### src/design/learning_switch_forward_core_macros.svh
// Assertion helpers; clk_i and rst_ni are taken from the enclosing module.
`ifndef LEARNING_SWITCH_FORWARD_CORE_MACROS_SVH
`define LEARNING_SWITCH_FORWARD_CORE_MACROS_SVH
`ifndef SYNTHESIS
`define LSF_ASSERT_IMP(lbl, a, b) \
  lbl: assert property (@(posedge clk_i) disable iff (!rst_ni) (a) |-> (b)) \
    else $error("lsf: same-cycle check failed");
`define LSF_ASSERT_NXT(lbl, a, b) \
  lbl: assert property (@(posedge clk_i) disable iff (!rst_ni) (a) |=> (b)) \
    else $error("lsf: next-cycle check failed");
`else
`define LSF_ASSERT_IMP(lbl, a, b)
`define LSF_ASSERT_NXT(lbl, a, b)
`endif
`endif

### src/design/lsf_pkg.sv
package lsf_pkg;

  localparam int unsigned HOST_W    = 6;
  localparam int unsigned PORT_W    = 4;
  localparam int unsigned AGE_W     = 16;
  localparam int unsigned SPAN_W    = 5;
  localparam int unsigned CFG_IDX_W = 1;
  localparam int unsigned FLOOD_CAP = 16;

  localparam logic REQ_FRAME = 1'b0;
  localparam logic REQ_TICK  = 1'b1;

  localparam logic [CFG_IDX_W-1:0] REG_AGE_LIMIT    = 1'b0;
  localparam logic [CFG_IDX_W-1:0] REG_PORTS_IN_USE = 1'b1;

  localparam logic [AGE_W-1:0]  AGE_LIMIT_RST    = 16'd1000;
  localparam logic [SPAN_W-1:0] PORTS_IN_USE_RST = 5'd16;

  typedef struct packed {
    logic              is_tick;
    logic [HOST_W-1:0] src;
    logic              src_ok;
    logic [HOST_W-1:0] dst;
    logic              dst_ok;
    logic [PORT_W-1:0] arriv;
  } lsf_cmd_t;

  typedef struct packed {
    logic              valid;
    logic [AGE_W-1:0]  age;
    logic [PORT_W-1:0] port;
  } lsf_entry_t;

endpackage

### src/design/lsf_ram.sv
module lsf_ram #(
  parameter int unsigned WIDTH = 8,
  parameter int unsigned DEPTH = 64,
  localparam int unsigned ADDR_W = $clog2(DEPTH)
) (
  input  logic              clk_i,
  input  logic              we_i,
  input  logic [ADDR_W-1:0] waddr_i,
  input  logic [WIDTH-1:0]  wdata_i,
  input  logic              re_i,
  input  logic [ADDR_W-1:0] raddr_i,
  output logic [WIDTH-1:0]  rdata_o
);

  logic [WIDTH-1:0] mem_q [DEPTH];
  logic [WIDTH-1:0] rdata_q;

  always_ff @(posedge clk_i) begin
    if (we_i) begin
      mem_q[waddr_i] <= wdata_i;
    end
    if (re_i) begin
      rdata_q <= mem_q[raddr_i];
    end
  end

  assign rdata_o = rdata_q;

endmodule

### src/design/lsf_queue.sv
module lsf_queue #(
  parameter int unsigned DEPTH = 2
) (
  input  logic              clk_i,
  input  logic              rst_ni,
  input  logic              push_i,
  input  lsf_pkg::lsf_cmd_t cmd_i,
  output logic              full_o,
  input  logic              pop_i,
  output logic              valid_o,
  output lsf_pkg::lsf_cmd_t cmd_o
);
  import lsf_pkg::*;

  localparam int unsigned PTR_W = $clog2(DEPTH);
  localparam int unsigned CNT_W = $clog2(DEPTH + 1);
  localparam logic [PTR_W-1:0] PTR_LAST = PTR_W'(DEPTH - 1);
  localparam logic [CNT_W-1:0] CNT_FULL = CNT_W'(DEPTH);

  lsf_cmd_t         slot_q [DEPTH];
  logic [PTR_W-1:0] wr_ptr_q, wr_ptr_d;
  logic [PTR_W-1:0] rd_ptr_q, rd_ptr_d;
  logic [CNT_W-1:0] count_q, count_d;
  logic             do_push, do_pop;

  assign full_o  = (count_q == CNT_FULL);
  assign valid_o = (count_q != '0);
  assign cmd_o   = slot_q[rd_ptr_q];
  assign do_push = push_i && !full_o;
  assign do_pop  = pop_i && valid_o;

  always_comb begin
    wr_ptr_d = wr_ptr_q;
    rd_ptr_d = rd_ptr_q;
    count_d  = count_q;
    if (do_push) begin
      wr_ptr_d = (wr_ptr_q == PTR_LAST) ? '0 : PTR_W'(wr_ptr_q + 1'b1);
    end
    if (do_pop) begin
      rd_ptr_d = (rd_ptr_q == PTR_LAST) ? '0 : PTR_W'(rd_ptr_q + 1'b1);
    end
    if (do_push && !do_pop) begin
      count_d = CNT_W'(count_q + 1'b1);
    end else if (do_pop && !do_push) begin
      count_d = CNT_W'(count_q - 1'b1);
    end
  end

  always_ff @(posedge clk_i or negedge rst_ni) begin
    if (!rst_ni) begin
      wr_ptr_q <= '0;
      rd_ptr_q <= '0;
      count_q  <= '0;
    end else begin
      wr_ptr_q <= wr_ptr_d;
      rd_ptr_q <= rd_ptr_d;
      count_q  <= count_d;
    end
  end

  always_ff @(posedge clk_i) begin
    if (do_push) begin
      slot_q[wr_ptr_q] <= cmd_i;
    end
  end

endmodule

### src/design/lsf_front.sv
module lsf_front #(
  parameter int unsigned NUM_HOSTS = 64
) (
  input  logic              s_tvalid_i,
  output logic              s_tready_o,
  input  logic [15:0]       s_tdata_i,
  input  logic [0:0]        s_tuser_i,
  input  logic              init_done_i,
  input  logic              q_full_i,
  output logic              push_o,
  output lsf_pkg::lsf_cmd_t cmd_o
);
  import lsf_pkg::*;

  logic [HOST_W-1:0] src, dst;

  assign src = s_tdata_i[5:0];
  assign dst = s_tdata_i[11:6];

  assign s_tready_o = init_done_i && !q_full_i;
  assign push_o     = s_tvalid_i && s_tready_o;

  always_comb begin
    cmd_o.is_tick = (s_tuser_i[0] == REQ_TICK);
    cmd_o.src     = src;
    cmd_o.src_ok  = (32'(src) < NUM_HOSTS);
    cmd_o.dst     = dst;
    cmd_o.dst_ok  = (32'(dst) < NUM_HOSTS);
    cmd_o.arriv   = s_tdata_i[15:12];
  end

endmodule

### src/design/lsf_back.sv
module lsf_back #(
  parameter int unsigned NUM_HOSTS   = 64,
  parameter int unsigned FLOOD_PORTS = 16
) (
  input  logic                       clk_i,
  input  logic                       rst_ni,
  input  logic [lsf_pkg::AGE_W-1:0]  age_limit_i,
  input  logic [lsf_pkg::SPAN_W-1:0] ports_in_use_i,
  input  logic                       q_valid_i,
  input  lsf_pkg::lsf_cmd_t          q_cmd_i,
  output logic                       q_pop_o,
  output logic                       init_done_o,
  output logic                       m_tvalid_o,
  input  logic                       m_tready_i,
  output logic [lsf_pkg::PORT_W-1:0] m_port_o,
  output logic                       m_flooded_o,
  output logic                       m_last_o
);
  import lsf_pkg::*;

  localparam int unsigned AW      = $clog2(NUM_HOSTS);
  localparam int unsigned ENTRY_W = $bits(lsf_entry_t);
  localparam logic [AW-1:0]     HOST_LAST = AW'(NUM_HOSTS - 1);
  localparam logic [SPAN_W-1:0] SPAN_MAX  = SPAN_W'(FLOOD_PORTS);

  localparam logic [2:0] S_INIT     = 3'd0;
  localparam logic [2:0] S_IDLE     = 3'd1;
  localparam logic [2:0] S_SRC      = 3'd2;
  localparam logic [2:0] S_DST_RD   = 3'd3;
  localparam logic [2:0] S_DST      = 3'd4;
  localparam logic [2:0] S_FLOOD    = 3'd5;
  localparam logic [2:0] S_TICK     = 3'd6;
  localparam logic [2:0] S_TICK_END = 3'd7;

  function automatic lsf_entry_t age_entry(lsf_entry_t e);
    lsf_entry_t r;
    r = e;
    if (e.valid) begin
      if (e.age <= AGE_W'(1)) begin
        r.valid = 1'b0;
        r.age   = '0;
      end else begin
        r.age = AGE_W'(e.age - 1'b1);
      end
    end
    return r;
  endfunction

  logic [2:0]        state_q, state_d;
  lsf_cmd_t          cmd_q, cmd_d;
  logic [AW-1:0]     cnt_q, cnt_d;
  logic              pend_q, pend_d;
  logic [AW-1:0]     waddr_q, waddr_d;
  logic [SPAN_W-1:0] p_q, p_d;

  logic              ram_we, ram_re;
  logic [AW-1:0]     ram_waddr, ram_raddr;
  lsf_entry_t        ram_wdata, ram_rdata;

  logic              out_valid_q;
  logic [PORT_W-1:0] out_port_q;
  logic              out_flood_q, out_last_q;
  logic              out_free, load_out;
  logic [PORT_W-1:0] ld_port;
  logic              ld_flood, ld_last;

  logic [SPAN_W-1:0] span, arriv_w, last_p;

  lsf_ram #(
    .WIDTH(ENTRY_W),
    .DEPTH(NUM_HOSTS)
  ) u_table (
    .clk_i  (clk_i),
    .we_i   (ram_we),
    .waddr_i(ram_waddr),
    .wdata_i(ram_wdata),
    .re_i   (ram_re),
    .raddr_i(ram_raddr),
    .rdata_o(ram_rdata)
  );

  assign out_free    = !out_valid_q || m_tready_i;
  assign init_done_o = (state_q != S_INIT);

  assign span    = (ports_in_use_i < SPAN_MAX) ? ports_in_use_i : SPAN_MAX;
  assign arriv_w = SPAN_W'(cmd_q.arriv);
  assign last_p  = (SPAN_W'(arriv_w + 1'b1) == span) ? SPAN_W'(span - 2'd2)
                                                      : SPAN_W'(span - 1'b1);

  always_comb begin
    state_d   = state_q;
    cmd_d     = cmd_q;
    cnt_d     = cnt_q;
    pend_d    = pend_q;
    waddr_d   = waddr_q;
    p_d       = p_q;
    q_pop_o   = 1'b0;
    ram_we    = 1'b0;
    ram_waddr = '0;
    ram_wdata = '0;
    ram_re    = 1'b0;
    ram_raddr = '0;
    load_out  = 1'b0;
    ld_port   = '0;
    ld_flood  = 1'b0;
    ld_last   = 1'b0;
    unique case (state_q)
      S_INIT: begin
        ram_we    = 1'b1;
        ram_waddr = cnt_q;
        cnt_d     = AW'(cnt_q + 1'b1);
        if (cnt_q == HOST_LAST) begin
          cnt_d   = '0;
          state_d = S_IDLE;
        end
      end
      S_IDLE: begin
        if (q_valid_i) begin
          q_pop_o = 1'b1;
          cmd_d   = q_cmd_i;
          if (q_cmd_i.is_tick) begin
            cnt_d   = '0;
            pend_d  = 1'b0;
            state_d = S_TICK;
          end else if (q_cmd_i.src_ok) begin
            ram_re    = 1'b1;
            ram_raddr = AW'(q_cmd_i.src);
            state_d   = S_SRC;
          end else begin
            state_d = S_DST_RD;
          end
        end
      end
      S_SRC: begin
        // learn on a miss, keep the old port on a hit, refresh age either way
        ram_we          = 1'b1;
        ram_waddr       = AW'(cmd_q.src);
        ram_wdata.valid = 1'b1;
        ram_wdata.age   = age_limit_i;
        ram_wdata.port  = ram_rdata.valid ? ram_rdata.port : cmd_q.arriv;
        state_d         = S_DST_RD;
      end
      S_DST_RD: begin
        if (cmd_q.dst_ok) begin
          ram_re    = 1'b1;
          ram_raddr = AW'(cmd_q.dst);
          state_d   = S_DST;
        end else begin
          p_d     = '0;
          state_d = S_FLOOD;
        end
      end
      S_DST: begin
        if (ram_rdata.valid) begin
          if (ram_rdata.port == cmd_q.arriv) begin
            state_d = S_IDLE;
          end else if (out_free) begin
            load_out = 1'b1;
            ld_port  = ram_rdata.port;
            ld_last  = 1'b1;
            state_d  = S_IDLE;
          end
        end else begin
          p_d     = '0;
          state_d = S_FLOOD;
        end
      end
      S_FLOOD: begin
        if (p_q >= span) begin
          state_d = S_IDLE;
        end else if (p_q == arriv_w) begin
          p_d = SPAN_W'(p_q + 1'b1);
        end else if (out_free) begin
          load_out = 1'b1;
          ld_port  = PORT_W'(p_q);
          ld_flood = 1'b1;
          ld_last  = (p_q == last_p);
          p_d      = SPAN_W'(p_q + 1'b1);
          if (p_q == last_p) begin
            state_d = S_IDLE;
          end
        end
      end
      S_TICK: begin
        ram_re    = 1'b1;
        ram_raddr = cnt_q;
        pend_d    = 1'b1;
        waddr_d   = cnt_q;
        if (pend_q) begin
          ram_we    = 1'b1;
          ram_waddr = waddr_q;
          ram_wdata = age_entry(ram_rdata);
        end
        cnt_d = AW'(cnt_q + 1'b1);
        if (cnt_q == HOST_LAST) begin
          cnt_d   = '0;
          state_d = S_TICK_END;
        end
      end
      S_TICK_END: begin
        ram_we    = 1'b1;
        ram_waddr = waddr_q;
        ram_wdata = age_entry(ram_rdata);
        pend_d    = 1'b0;
        state_d   = S_IDLE;
      end
      default: begin
        state_d = S_IDLE;
      end
    endcase
  end

  always_ff @(posedge clk_i or negedge rst_ni) begin
    if (!rst_ni) begin
      state_q     <= S_INIT;
      cnt_q       <= '0;
      pend_q      <= 1'b0;
      out_valid_q <= 1'b0;
    end else begin
      state_q <= state_d;
      cnt_q   <= cnt_d;
      pend_q  <= pend_d;
      if (load_out) begin
        out_valid_q <= 1'b1;
      end else if (m_tready_i) begin
        out_valid_q <= 1'b0;
      end
    end
  end

  always_ff @(posedge clk_i) begin
    cmd_q   <= cmd_d;
    waddr_q <= waddr_d;
    p_q     <= p_d;
    if (load_out) begin
      out_port_q  <= ld_port;
      out_flood_q <= ld_flood;
      out_last_q  <= ld_last;
    end
  end

  assign m_tvalid_o  = out_valid_q;
  assign m_port_o    = out_port_q;
  assign m_flooded_o = out_flood_q;
  assign m_last_o    = out_last_q;

endmodule

### src/design/learning_switch_forward_core.sv
// Learning bridge forwarding core with address aging. Each input beat is a
// frame or an aging tick; beats are decoded into a two-deep command queue and
// executed by a sequencer around a single table RAM (one read and one write
// port, NUM_HOSTS entries). A frame learns or refreshes its source entry
// (skipped when src_host is out of range), then is forwarded, filtered or,
// on a dst_host miss or out-of-range dst_host, flooded to each port in the
// flood range but the arrival port, in ascending order, holding while the
// output is stalled. A tick ages every table entry through the RAM ports.
// After reset the table is cleared in a pass during which no input beat is
// accepted; configuration writes are taken at any time, cfg_ready_o is always high.
`include "learning_switch_forward_core_macros.svh"

module learning_switch_forward_core #(
  parameter int unsigned NUM_HOSTS = 64,
  parameter int unsigned NUM_PORTS = 16
) (
  input  logic                          clk_i,
  input  logic                          rst_ni,
  input  logic                          cfg_valid_i,
  output logic                          cfg_ready_o,
  input  logic [lsf_pkg::CFG_IDX_W-1:0] cfg_index_i,
  input  logic [15:0]                   cfg_data_i,
  input  logic                          s_axis_tvalid,
  output logic                          s_axis_tready,
  input  logic [15:0]                   s_axis_tdata,  // src_host, dst_host, arrival_port
  input  logic [0:0]                    s_axis_tuser,  // req_type
  output logic                          m_axis_tvalid,
  input  logic                          m_axis_tready,
  output logic [7:0]                    m_axis_tdata,  // out_port, zero pad
  output logic [0:0]                    m_axis_tuser,  // flooded
  output logic                          m_axis_tlast
);
  import lsf_pkg::*;

  localparam int unsigned FLOOD_PORTS = (NUM_PORTS < FLOOD_CAP) ? NUM_PORTS : FLOOD_CAP;
  localparam logic [SPAN_W-1:0] FLOOD_LIM = SPAN_W'(FLOOD_PORTS);

  logic [AGE_W-1:0]  age_limit_q;
  logic [SPAN_W-1:0] ports_in_use_q;
  logic              init_done;
  logic              q_full, q_valid, q_pop, push;
  lsf_cmd_t          push_cmd, head_cmd;
  logic [PORT_W-1:0] out_port;

  assign cfg_ready_o = 1'b1;

  always_ff @(posedge clk_i or negedge rst_ni) begin
    if (!rst_ni) begin
      age_limit_q    <= AGE_LIMIT_RST;
      ports_in_use_q <= PORTS_IN_USE_RST;
    end else if (cfg_valid_i) begin
      unique case (cfg_index_i)
        REG_AGE_LIMIT:    age_limit_q    <= cfg_data_i;
        REG_PORTS_IN_USE: ports_in_use_q <= cfg_data_i[SPAN_W-1:0];
        default:          ;
      endcase
    end
  end

  lsf_front #(
    .NUM_HOSTS(NUM_HOSTS)
  ) u_front (
    .s_tvalid_i (s_axis_tvalid),
    .s_tready_o (s_axis_tready),
    .s_tdata_i  (s_axis_tdata),
    .s_tuser_i  (s_axis_tuser),
    .init_done_i(init_done),
    .q_full_i   (q_full),
    .push_o     (push),
    .cmd_o      (push_cmd)
  );

  lsf_queue #(
    .DEPTH(2)
  ) u_queue (
    .clk_i  (clk_i),
    .rst_ni (rst_ni),
    .push_i (push),
    .cmd_i  (push_cmd),
    .full_o (q_full),
    .pop_i  (q_pop),
    .valid_o(q_valid),
    .cmd_o  (head_cmd)
  );

  lsf_back #(
    .NUM_HOSTS  (NUM_HOSTS),
    .FLOOD_PORTS(FLOOD_PORTS)
  ) u_back (
    .clk_i         (clk_i),
    .rst_ni        (rst_ni),
    .age_limit_i   (age_limit_q),
    .ports_in_use_i(ports_in_use_q),
    .q_valid_i     (q_valid),
    .q_cmd_i       (head_cmd),
    .q_pop_o       (q_pop),
    .init_done_o   (init_done),
    .m_tvalid_o    (m_axis_tvalid),
    .m_tready_i    (m_axis_tready),
    .m_port_o      (out_port),
    .m_flooded_o   (m_axis_tuser[0]),
    .m_last_o      (m_axis_tlast)
  );

  assign m_axis_tdata = 8'(out_port);

  `LSF_ASSERT_IMP(a_no_accept_in_clear, s_axis_tvalid && s_axis_tready, init_done)
  `LSF_ASSERT_NXT(a_clear_done_sticks, init_done, init_done)
  `LSF_ASSERT_IMP(a_unicast_is_last, m_axis_tvalid && !m_axis_tuser[0], m_axis_tlast)
  `LSF_ASSERT_IMP(a_flood_port_range, m_axis_tvalid && m_axis_tuser[0], SPAN_W'(out_port) < FLOOD_LIM)

endmodule
### config.mk
export PLATFORM = sky130hd
export DESIGN_NAME = learning_switch_forward_core
export DESIGN_NICKNAME = d
export VERILOG_FILES = /design/src/design/lsf_pkg.sv /design/src/design/lsf_ram.sv /design/src/design/lsf_queue.sv /design/src/design/lsf_front.sv /design/src/design/lsf_back.sv /design/src/design/learning_switch_forward_core.sv
export VERILOG_INCLUDE_DIRS = /design/src /design/src/design
export SDC_FILE = /design/constraint.sdc
export NUM_CORES = 2
export LEC_CHECK = 0
export BUFFER_PORTS_ARGS = -buffer_cell sky130_fd_sc_hd__buf_2
export CAP_MARGIN = 20
export CORE_MARGIN = 1.5
export CORE_UTILIZATION = 28
export DETAILED_ROUTE_END_ITERATION = 10
export GPL_ROUTABILITY_DRIVEN = 1
export RECOVER_POWER = 100
export REMOVE_ABC_BUFFERS = 1
export SETUP_SLACK_MARGIN = 0.02
export SYNTH_ARGS = -nofsm -noshare
export SYNTH_HDL_FRONTEND = slang
export SYNTH_SLANG_ARGS = --single-unit
### constraint.sdc
create_clock -name clk_i -period 8.6 [get_ports clk_i]
set_input_delay 0.86 -clock clk_i [delete_from_list [all_inputs] [get_ports clk_i]]
set_output_delay 0.86 -clock clk_i [all_outputs]
set_load 0.02 [all_outputs]
==> metrics.md <==
| Metric | Value |
|---|---|
| Sequential share of power | slightly above 40% |
| Multiplexer area fraction after synthesis | 0.755% |
| Crit path largest cell delay | around 3 ns |
| Crit path max fanout | 40 |
| H-Tree Depth | 4 |
| Sw Pwr | ~0.009 W |
| Most used cell, CP | nand2_1 |
| Final nets | roughly 4500 |
| Synth Area in Simple Gates | approximately 14% |
| Syn. warnings | 0 |
| Highest clock rate | 0.148 GHz |
| Initial antenna violation count | 7 |
| Via/cell ratio | between 5 and 6 |
| Ys async rst share | around 2.5% |
| Worst-Skew Late Latency | 0.79 ns |
| Setup TNS | 0 ns |
| Placer Congestion | 0.836 |
| Worst-margin pin slew | 3.62 ns |
| # setup viols final | 0 |
| Chip Width | around 460 µm |
| Die ar. | 0.215 mm² |
| Sink Count | approximately 1500 |
| Synth-to-layout area growth | 13.5% |
| Hold WC Path Type | primary input to flip-flop |
| Post-synthesis cell count | between 4000 and 5000 |
| Layout cells sized above 1 | a little under 9% |
| Port bufs | 46 |
| Non-Filler Instances | roughly 7400 |
| Mapped Area | slightly below 0.06 mm² |
| Comb power frac | about a third |
| DR vias | about 38000 |
| Post-synth EDFFs | about 1400 |
| Slew headroom | -141% |
| Adder-cell share of the synthesized area | less than 1% |
| CP Data Required Time | 9.12 ns |
| DR WL/cell | approximately 23 µm |
| Compound-cell area share of the yosys netlist | between 7 and 8% |
| Clock-pin transition on the worst setup and hold timing paths | roughly 0.06 ns |
| Pwr Total | about 0.023 W |
| Worst Setup End Kind | flip-flop |
| DRC viols | 0 |
| Starting density of the core | between 20% and 30% |
| Clock power share | 26.3% |
| Grt ovf | 0 |
| Peak supply drop | between 0.2 and 0.25 mV |
| Netlist cell types | between 60 and 70 |
| Worst-path cell chain | nand2_1, nor2_1, nand2_1, o21ai_0, buf_4 |
| Switching Share | between 30% and 40% |
| PD cells | between 300 and 400 mW/mm² |
| First-pass iteration count of the detailed router | 5 |
| P_leak | about 22 nW |
| ANT nets after route | 0 |
| Final wirelength | between 150000 and 200000 µm |
| Core Region | between 0.2 and 0.25 mm² |
| Largest net degree at the start of global routing | ~170 |
| Clock root cell | clkbuf_16 |
| XOR/XNOR Fraction of Synth Area | less than 1% |
| CP Class | flip-flop to flip-flop |
| CTS tree | built |
| CP max-delay cell | o21ai_0 |
| CP arrival | roughly 7.3 ns |
| 1st-iter DRT viols | between 4000 and 5000 |
| Top_reg_cell synth | edfxtp_1 |
| Hold Buf Count CTS | 0 |
| # IOs | 52 |
| Tmin final | 6.75 ns |
| Startpoint Class | flip-flop |
| Syn Area/Cell | 13.3 µm² |
| Clk_skew | approximately 0.048 ns |
| # Max-Cap Violations | between 80 and 90 |
| Failing checks | max-capacitance violations, max-slew violations |
| Clock Path Buffers | 3 |
| Unrepaired setup endpoints after global routing | no |
| Global-route usage over all layers | roughly 15% |
| Final setup margin | ~1.9 ns |
| DP Wirelength | between 90000 and 100000 µm |
| Internal | roughly 0.015 W |
| Fin crit share | between 70% and 80% |
| Largest family of logic cells by synthesized area | simple AND/OR/NAND/NOR gates |
| Fin. Hold Viols | 0 |
| Post-synthesis sequential area ratio | ~74% |
| Resize count post-CTS | 0 |
| Die H | approximately 460 µm |
| #FFs+latches synth | about 1500 |
| # rows | 168 |
| First-pass GRT wire length | 250000 µm |
| Post-CTS setup buffer count | 0 |
| Outcome | finished with violations |
| DP Cell Count | roughly 7000 |
| Number of global-route vias before repair | between 30000 and 40000 |
| Pins Over Slew Limit | approximately 2400 |
| Inserted Clock Buffers | ~150 |
| Pre-CTS setup slack | 3.36 ns |
[flip-flops by register name (all words and copies together) (netlist names), 2 cells and up]
register / cells
ports_in_use_q: 5
u_back.p_q: 5
u_back.cnt_q: 6
u_back.state_q: 3
u_back.m_port_o: 4
age_limit_q: 16
u_queue.slot_q: 34
u_back.cmd_q: 12
u_back.u_table.rdata_o: 21
u_back.waddr_q: 6
u_back.arriv_w: 4
u_queue.count_q: 2
u_back.u_table.mem_q: 1344
[layer usage]
metal	track usage [%]	part of all wire (%)	vias to the layer above
met1	21.9	42	19500
met3	2.74	9.3	256
met5	0	0	-
met2	23.9	45	1769
li1	-	-	16800
met4	5.31	3.1	0
[power by group through the flow]
| stage | Clock, W | Sequential, W | Combinational (W) |
|---|---|---|---|
| 5_1_grt | 0.00649 | 0.00946 | 0.00829 |
| 4_1_cts | 0.00623 | 0.00932 | 0.00787 |
| 3_5_place_dp | 0 | 0.00947 | 0.00784 |
| 2_1_floorplan | 0 | 0.00942 | 0.00545 |
| 6_report | 0.00615 | 0.00942 | 0.00781 |
| 3_3_place_gp | 0 | 0.00946 | 0.00776 |
[metrics by stage]
stage	hold WS [ns]	instance area [µm²]	util [%]
final	0.283	67500	32.1
after global routing	0.250	67500	32.1
after CTS	0.167	68100	32.4
after detailed placement	0.488	63500	30.2
after global placement	0.481	63500	30.2
after floorplan	0.461	58100	-
[synth_stat cells (3+ instances only)]
cell type  count  area (µm²)
a31oi_1       86         538
xnor2_1       24         210
a22o_2         3        30.0
buf_4         13        97.6
or4_1          4        30.0
o21ai_0       65         325
buf_2        142         711
nor2_1       103         387
a211oi_1     168        1260
mux2_2        38         428
a311oi_1      84         736
and2_1         7        43.8
nand2b_1       6        37.5
dfstp_2        7         184
dfrtp_1       29         726
a22o_1        39         342
a21oi_1      131         656
nand3b_1       3        22.5
a22oi_1       48         360
buf_1         13        48.8
nand3_1      435        2180
nor4_1        44         275
ha_1          14         175
nor2b_1        7        43.8
nor3_1        12        60.1
edfxtp_1    1432       43000
clkbuf_1     147         552
or2_2          6        37.5
or3_1          3        18.8
inv_1         10        37.5
nand4_1        7        43.8
xor2_1        16         140
nand2_1     1111        4170
and3b_1        4        35.0
o21ai_1        8        40.0
and3_1       172        1080
[final cells by class]
cell class / count / area (µm²)
fillers: 20500 / 143000
flip-flops and latches: 1468 / 43900
multi-input cells: 2690 / 14500
clock buffers: 200 / 4050
well taps: 2805 / 3510
repair buffers: 162 / 1020
clock inverters: 68 / 498
inverters: 11 / 41.3
diodes: 7 / 17.5
[worst max-delay path: cells and delay by family, from the launching register on]
| family | cells | cell delay, ns |
|---|---|---|
| AND/OR/NAND/NOR | 3 | 1.98 |
| buffers and inverters | 1 | 0.73 |
| flip-flops | 1 | 0.72 |
| AO/OA/AOI/OAI | 1 | 3.00 |
[final timing paths]
| check | startpoint | endpoint | slack [ns] | cells after the start |
|---|---|---|---|---|
| setup / recovery | u_back.state_q[1]$_DFFE_PN0P_ | u_back.u_table.mem_q[12][10]$_DFFE_PP_ | 1.85 | 5 |
| hold / removal | s_axis_tdata[14] | u_queue.slot_q[0][2]$_DFFE_PP_ | 0.28 | 1 |
| setup reg to reg | u_back.state_q[1]$_DFFE_PN0P_ | u_back.u_table.mem_q[12][10]$_DFFE_PP_ | 1.85 | 5 |
| hold reg to reg | u_queue.wr_ptr_q$_DFFE_PN0P_ | u_queue.wr_ptr_q$_DFFE_PN0P_ | 0.50 | 1 |
| max in group asynchronous | rst_ni | age_limit_q[11]$_DFFE_PN0P_ | 5.94 | 2 |
| min in group asynchronous | rst_ni | ports_in_use_q[2]$_DFFE_PN0P_ | 1.06 | 2 |
[cell usage in the layout, fill, tap and decap left out, drive strengths merged, types with 3 or more instances in the layout]
| master | instances |
|---|---|
| or2 | 6 |
| nand4 | 8 |
| or3 | 3 |
| a22oi | 48 |
| xnor2 | 26 |
| and2 | 7 |
| nor2b | 7 |
| bufinv | 4 |
| mux2 | 39 |
| nor4 | 44 |
| nand2b | 6 |
| a31oi | 86 |
| nand3b | 3 |
| diode | 7 |
| a32oi | 3 |
| o21ai | 74 |
| nor3 | 13 |
| dfstp | 7 |
| nand2 | 1111 |
| a211oi | 168 |
| buf | 81 |
| ha | 14 |
| clkinv | 52 |
| a21oi | 132 |
| clkinvlp | 6 |
| or4 | 5 |
| dfrtp | 29 |
| and3b | 4 |
| a22o | 42 |
| and3 | 172 |
| edfxtp | 1432 |
| inv | 17 |
| nand3 | 437 |
| clkbuf | 281 |
| a311oi | 84 |
| xor2 | 16 |
| conb | 5 |
| nor2 | 103 |
[kinds of logic (layout without fill, tap and decap cells)]
family	count (synthesis)	in the layout
flops	1468	1468
xor+xnor	42	42
fa+ha+maj	14	14
other cells	2	12
mux	40	40
simple gates	1939	1939
buf+inv	328	441
compound gates	650	650
(Power assumes the default switching activity.)
